$ cat src/design/ias_pkg.sv
`timescale 1ns / 1ps
// ----------------------------------------------------------------------------
// ias_pkg
// Shared types and codes for the IPv4 address set core.
// ----------------------------------------------------------------------------
package ias_pkg;

    localparam int ADDR_W = 32;
    localparam int OP_W   = 2;

    localparam logic [OP_W-1:0] OP_INSERT = 2'd0;
    localparam logic [OP_W-1:0] OP_REMOVE = 2'd1;
    localparam logic [OP_W-1:0] OP_LOOKUP = 2'd2;

    typedef enum logic [2:0] {
        ST_CLEAR,
        ST_IDLE,
        ST_SCAN,
        ST_DRAIN,
        ST_APPLY
    } ias_state_t;

    typedef struct packed {
        logic load;
        logic clear;
        logic scan;
        logic apply;
    } ias_cmd_t;

    typedef struct packed {
        logic last_idx;
        logic out_free;
    } ias_stat_t;

endpackage

$ cat src/design/ias_ctrl.sv
`timescale 1ns / 1ps
// ----------------------------------------------------------------------------
// ias_ctrl
// Sequencer for the set: clearing pass after reset, then per item a scan of
// every slot, a pipeline drain state and an update with the result.
// ----------------------------------------------------------------------------
module ias_ctrl
    import ias_pkg::*;
(
    input  logic      aclk,
    input  logic      aresetn,
    input  logic      s_tvalid,
    output logic      s_tready,
    input  ias_stat_t stat,
    output ias_cmd_t  cmd
);

    ias_state_t state_reg;
    ias_state_t state_next;

    always_ff @(posedge aclk) begin
        if (!aresetn) begin
            state_reg <= ST_CLEAR;
        end else begin
            state_reg <= state_next;
        end
    end

    always_comb begin
        state_next = state_reg;
        unique case (state_reg)
            ST_CLEAR: begin
                if (stat.last_idx) state_next = ST_IDLE;
            end
            ST_IDLE: begin
                if (s_tvalid) state_next = ST_SCAN;
            end
            ST_SCAN: begin
                if (stat.last_idx) state_next = ST_DRAIN;
            end
            ST_DRAIN: begin
                state_next = ST_APPLY;
            end
            ST_APPLY: begin
                if (stat.out_free) state_next = ST_IDLE;
            end
            default: begin
                state_next = ST_CLEAR;
            end
        endcase
    end

    always_comb begin
        s_tready  = 1'b0;
        cmd       = '0;
        unique case (state_reg)
            ST_CLEAR: begin
                cmd.clear = 1'b1;
            end
            ST_IDLE: begin
                s_tready = 1'b1;
                cmd.load = s_tvalid;
            end
            ST_SCAN: begin
                cmd.scan = 1'b1;
            end
            ST_DRAIN: begin
            end
            ST_APPLY: begin
                cmd.apply = stat.out_free;
            end
            default: begin
            end
        endcase
    end

endmodule

$ cat config.mk
export PLATFORM = sky130hd
export DESIGN_NAME = ias_ctrl
export DESIGN_NICKNAME = d
export VERILOG_FILES = /design/src/design/ias_pkg.sv /design/src/design/ias_ctrl.sv
export SDC_FILE = /design/constraint.sdc
export NUM_CORES = 1
export LEC_CHECK = 0
export BUFFER_PORTS_ARGS = -buffer_cell sky130_fd_sc_hd__buf_2
export CORE_AREA = 3 3 40 42
export DETAILED_ROUTE_END_ITERATION = 8
export DIE_AREA = 0 0 43 45
export PLACE_DENSITY = 0.45
export SYNTH_ARGS = -nofsm -noshare
export SYNTH_HDL_FRONTEND = slang
export SYNTH_SLANG_ARGS = --single-unit
$ cat constraint.sdc
create_clock -name aclk -period 1.7 [get_ports aclk]
set_clock_uncertainty 0.15 [all_clocks]
set_input_delay 0.34 -clock aclk [delete_from_list [all_inputs] [get_ports aclk]]
set_output_delay 0.34 -clock aclk [all_outputs]
set_load 0.01 [all_outputs]
# Word level (Yosys, flattened, before mapping)
# Cells that the tools add are included.
dict set report word_totals {
  reg_bits 3
  inputBits 5
  output_inout_bits 5
  wordCells 21
}
dict set report op_classes {
  n_eq_ne 8
  mux 10
  n_reduce_logical 2
}
# operator n
set ops {}
lappend ops {{one-hot mux 3 bit (5 select lines)} 1}
lappend ops {{2-to-1 mux 3 bit} 4}
lappend ops {{inequality test 2 bit, second input constant} 4}
lappend ops {{equality test 3 x 2 -> 1 bit, second input constant} 2}
lappend ops {{2-to-1 mux 1 bit} 5}
lappend ops {{AND reduction 4 bit} 1}
lappend ops {{equality test 3 x 1 -> 1 bit, second input constant} 1}
lappend ops {{equality test 3 bit, second input constant} 1}
lappend ops {{logical NOT 3 bit} 1}

# Logic depth before layout (Yosys ltp)
# Gate-level depths: netlist of run 1.
dict set report logic_depth {
  depth_word 3
  mapped_depth 3
  ltp_nobuf 2
}

# Worst setup path after synthesis of run 1
# No wires, ideal clock.
dict set report synth_path {
  path_kind {register to output}
  start {reg state_reg[2]}
  end {out cmd[3] in the netlist's numbering}
  arrival_ps 889
  t_required_ps 1210
  path_slack_ps 321
  stages_incl_launch_ff 4
  path_buffers 1
  path_cell_list {dfxtp_1 > buf_2 > nor3b_2 > and2_1}
}
# element line_no
set synth_lines {}
lappend synth_lines {{start, declared} ias_ctrl.sv:18} ;# ias_state_t state_reg;
lappend synth_lines {{start signal, assigned} ias_ctrl.sv:25} ;# state_reg <= state_next;
lappend synth_lines {{end, declared} ias_ctrl.sv:15} ;# output ias_cmd_t cmd

==> results.py, run 1 <==
metrics = {
    "finish": {
        "area_growth_pct": 38.5,
        "insertedDiodeCount": 0,
        "seq_area_um2": 61.3,
        "drive_gt1_share_pct": 45.2,
        "multi_input_area_um2": 119,
        "largest_reg_flops": 3,
        "fillers": 147,
        "nets": 37,
        "instances_no_fill": 46,
    },
    "grt": {
        "antenna_found_initial": 0,
        "track_usage_pct": 5.83,
        "grt_pass1_vias": 206,
        "grt_max_degree": 11,
        "grt_overflow": 0,
        "grt_first_pass_wirelength_um": 793,
    },
    "clocking": {
        "clockBufferDepth": 2,
        "clock_sinks": 3,
        "h-tree-depth": 1,
        "cts_hold_buf": 0,
        "cts_buffers": 3,
        "cts-root-buf": "clkbuf_4",
        "clk-insertion-delay-late_ns": 0.23,
        "cts.repair.resized": 0,
        "cts_tree": "built",
        "path_clk_slew_ns": 0.04,
        "post_cts.repair.setup_buffers": 0,
    },
    "die": {
        "die_y_um": 45,
        "die_area_um2": 1940,
        "start_util_pct": 15.2,
        "rows": 13,
        "ios": 10,
        "die_width_um": 43,
        "core_um2": 1280,
    },
    "sta": {
        "tns_ns": 0,
        "maxSlewHeadroom_pct": 81.3,
        "rsz0062_at_grt": "false",
        "fin_crit_sh_pct": 93.4,
        "setup_viol": 0,
        "tightest_slew_ns": 0.280,
        "period_needed_ns": 1.59,
        "max_freq_ghz": 0.630,
        "slew_viol_final": 0,
        "final_hold_viol_count": 0,
    },
    "critical_path": {
        "reg2reg_depth": 2,
        "end_kind": "primary output",
        "startpoint_type": "register",
        "critical_path_class": "register to primary output",
        "critPathMaxFanout": 9,
        "reg2reg_from": "state_reg[2]",
        "regToRegEndpoint": "state_reg[2]",
        "regToRegSetupSlack_ns": 0.40,
        "cp.required_ns": 1.21,
        "critPathArrivalTime_ns": 1.10,
    },
    "pwr": {
        "leakage_nw": 0.116,
        "cellPowerDensity_nw_per_um2": 886,
        "peakVddDrop_v": 0.000169,
    },
    "synthesis": {
        "postSynthAreaPerCell_um2": 9.76,
        "yosysSeqAreaShare_pct": 30.8,
        "syn_nets": 25,
        "ys_types": 15,
        "ys.warnings.count": 0,
        "syn_area_um2": 195,
        "ys_seq_elements": 3,
        "syn_inst": 20,
    },
    "drt": {
        "num_vias": 188,
        "remaining_drc_errors": 0,
        "drt_first_pass_iters": 4,
        "drt-initial-drc-count": 5,
        "wire_per_inst_um": 10.6,
        "vias_per_cell": 4.09,
        "antenna_left": 0,
        "drt-total-wl_um": 487,
    },
    "placement": {
        "io_buffers": 9,
        "globalplace.congestion": 0.663,
        "dpl.cell_count": 42,
    },
    "min_path": {
        "hp-start": "aresetn",
        "holdPathEnd": "state_reg[0]",
        "hold_class": "input port to register",
        "hold_depth": 2,
    },
    "run_status": {
        "status": "completed",
    },
    "job": {
        "max_cap_viol_count": 0,
    },
}
==> report_power, final <==
part / total, mW / internal [mW] / leakage [nW] / switching, mW
clock: 0.124 / 0.0879 / 0.0150 / 0.0361
combinational: 0.0326 / 0.0189 / 0.0759 / 0.0137
sequential: 0.0827 / 0.0749 / 0.0248 / 0.00781
total: 0.239 / 0.182 / 0.116 / 0.0576
==> logic make-up (layout without fill, tap and decap cells) <==
group	after synthesis	in the layout	synth area share, %
and+or+nand+nor	12	12	50.0
AOI/OAI and AO/OA	3	3	10.9
DFF	3	3	30.8
buffers and inverters	2	13	8.33
==> stage by stage <==
step	hold WS [ns]	power (mW)	worst slack, ns	util, %	area (um2)
3_5_place_dp	0.434	0.116	0.272	18.9	243
3_3_place_gp	0.413	0.115	0.331	18.9	243
2_1_floorplan	0.318	0.104	0.321	-	195
5_1_grt	0.212	0.258	0.0300	21.0	270
4_1_cts	0.193	0.247	0.00130	20.9	269
6_report	0.202	0.239	0.112	21.0	270
==> critical path, cell delays in order (launching register included) <==
cell     delay [ns]
dfxtp_1        0.38
nor3b_2        0.23
and2_1         0.14
buf_2          0.12
==> area by class of cell <==
cell class              instances  area share (%)
multi-input cells              15            44.0
flip-flops and latches          3            22.7
repair buffers                  9            16.7
clock buffers                   4            9.72
well taps                      15            6.94
==> synth_stat cells <==
library cell | instances | area (um2)
nand2b_1 | 2 | 12.5
nand3b_1 | 2 | 15.0
a21boi_1 | 1 | 7.51
buf_6 | 1 | 11.3
nor4b_1 | 1 | 8.76
o31a_1 | 1 | 8.76
nor3b_2 | 1 | 12.5
or4b_1 | 1 | 10.0
buf_2 | 1 | 5.00
nor3b_1 | 2 | 15.0
and2_1 | 1 | 6.26
nor3_1 | 1 | 5.00
dfxtp_1 | 3 | 60.1
a21oi_1 | 1 | 5.00
and4bb_1 | 1 | 12.5
==> how the worst max path moves through the flow <==
stage                 start  endpoint  slack (ns)  depth (start not counted)
6_report       state_reg[2]    cmd[3]        0.11                          3
5_1_grt        state_reg[1]    cmd[1]        0.03                          2
4_1_cts        state_reg[0]    cmd[3]       0.001                          3
3_5_place_dp   state_reg[0]    cmd[3]        0.27                          3
3_3_place_gp   state_reg[0]    cmd[3]        0.33                          3
2_1_floorplan  state_reg[2]    cmd[3]        0.32                          3
==> layer usage <==
| metal | GRT usage (%) | up-vias | part of all wire (%) |
|---|---|---|---|
| met5 | 0 | - | 0 |
| met4 | 7.23 | 0 | 0 |
| met3 | 1.59 | 0 | 9.4 |
| met2 | 6.89 | 11 | 42 |
| met1 | 7.47 | 81 | 48 |
| li1 | - | 96 | - |
==> layout by cell type (no fill, tap or decap), types with 2 or more instances in the layout <==
master and instances:
buf_2 9, clkbuf_4 3, nor3b_1 2, nand3b_1 2
nand2b_1 2, dfxtp_1 2
Note: power is estimated with default switching activity, not from simulation.
==> inputs of run 2 (changes only) <==
- PLACE_DENSITY: 0.45 -> 0.46
- clock period: 1.7 -> 1.4 ns (I/O delays scaled with it)
==> run 2 against run 1 <==
Net effect:
- the flow now finishes with violations (setup timing)
- final area increased by 31%
- cell count increased by 13%
- first-iteration DRC count decreased by 80%
- critical path type unchanged
- worst setup slack got worse by 0.19 ns
- global-route usage decreased by 0.088 points
==> results.py, run 2 (synthesis results as in run 1) <==
metrics = {
    "run_status": {
        "status": "complete, but fails checks",
        "violations": "setup timing",
    },
    "finish": {
        "instances_no_fill": 52,
        "drive_gt1_share_pct": 64.9,
        "finish.instance_area_um2": 355,
        "final_cell_mix": "buf_2, buf_4, clkbuf_4, dfxtp_4",
        "nets": 43,
        "final_common_cell": "buf_2",
        "area_growth_pct": 82.1,
        "largest_reg_flops": 3,
        "insertedDiodeCount": 0,
    },
    "drt": {
        "drt-initial-drc-count": 1,
        "remaining_drc_errors": 0,
        "drt_first_pass_iters": 2,
        "wire_per_inst_um": 10.4,
        "num_vias": 206,
        "antenna_left": 0,
        "drt-total-wl_um": 540,
        "vias_per_cell": 3.96,
    },
    "min_path": {
        "hold_class": "input port to register",
    },
    "clocking": {
        "clock_sinks": 3,
        "clk-insertion-delay-late_ns": 0.23,
        "cts_tree": "built",
        "h-tree-depth": 1,
        "clockBufferDepth": 2,
        "cts_buffers": 3,
        "path_clk_slew_ns": 0.04,
        "cts-root-buf": "clkbuf_4",
    },
    "die": {
        "ios": 10,
        "start_util_pct": 15.2,
        "die_width_um": 43,
        "rows": 13,
        "die_y_um": 45,
        "die_area_um2": 1940,
        "core_um2": 1280,
    },
    "critical_path": {
        "end_kind": "primary output",
        "critPathArrivalTime_ns": 1.05,
        "cp.required_ns": 0.97,
        "startpoint_type": "register",
        "critical_path_class": "register to primary output",
        "critPathMaxFanout": 5,
    },
    "sta": {
        "max_freq_ghz": 0.677,
        "fin_crit_sh_pct": 105,
        "rsz0062_at_grt": "true",
        "maxSlewHeadroom_pct": 81.3,
        "tns_ns": -0.233,
        "fin_ws_ns": -0.0764,
        "tightest_slew_ns": 0.276,
        "final_hold_viol_count": 0,
        "setup_viol": 4,
        "period_needed_ns": 1.48,
        "slew_viol_final": 0,
    },
    "grt": {
        "grt_max_degree": 10,
        "track_usage_pct": 5.74,
        "grt_overflow": 0,
        "antenna_found_initial": 0,
        "grt_pass1_vias": 191,
        "grt_first_pass_wirelength_um": 807,
    },
    "placement": {
        "globalplace.congestion": 0.647,
        "io_buffers": 9,
        "place_ws_ns": 0.111,
        "dpl.cell_count": 43,
        "placed_cell_area_um2": 250,
        "dp_hpwl_um": 324,
    },
    "pwr": {
        "leakage_nw": 0.158,
        "cellPowerDensity_nw_per_um2": 870,
        "p_total_mw": 0.309,
        "peakVddDrop_v": 0.000174,
    },
    "job": {
        "max_cap_viol_count": 0,
    },
}
[run 2: power by group]
| group | switching (mW) | total, mW | internal [mW] |
|---|---|---|---|
| Combinational | 0.0256 | 0.0637 | 0.0380 |
| Clock | 0.0437 | 0.150 | 0.107 |
| Sequential | 0.00714 | 0.0951 | 0.0880 |
[run 2: routing by layer]
layer  up-vias  wire length [um]  global-route usage (%)
met1        89               263                    8.41
met5         -                 0                       0
met3         0                46                   0.398
li1        108                 -                       -
met2         9               230                    6.29
met4         0                 0                    7.23
[run 2: final cells by class]
cell class	count	area [um2]
Sequential cell	3	71.3
Timing Repair Buffer	15	97.6
Multi-Input combinational cell	15	141
Fill cell	142	930
Tap cell	15	18.8
Clock buffer	4	26.3
[run 2: worst paths after layout]
kind / slack [ns] / cells past startpoint / from / end
min: 0.14 / 2 / aresetn / state_reg[0]
max reg2reg: 0.11 / 4 / state_reg[1] / state_reg[0]
max: -0.08 / 3 / state_reg[1] / cmd[3]
min reg2reg: 0.41 / 2 / state_reg[2] / state_reg[1]
[run 2: through the flow]
step,hold WS [ns],util (%)
2_1_floorplan,0.258,-
3_3_place_gp,0.383,19.5
3_5_place_dp,0.390,19.5
4_1_cts,0.138,23.6
5_1_grt,0.153,27.7
6_report,0.143,27.7
[run 2: critical path, cell delays in order, from the launching register on]
cell     delay, ns
dfxtp_4       0.35
nor3b_4       0.19
and2_1        0.14
buf_2         0.12
[run 2: timing repair]
action,in CTS,in global routing
pin swaps,3,2
hold buffers,0,0
resized for setup,7,5
setup buffers,1,4
setup endpoints to repair,5,5
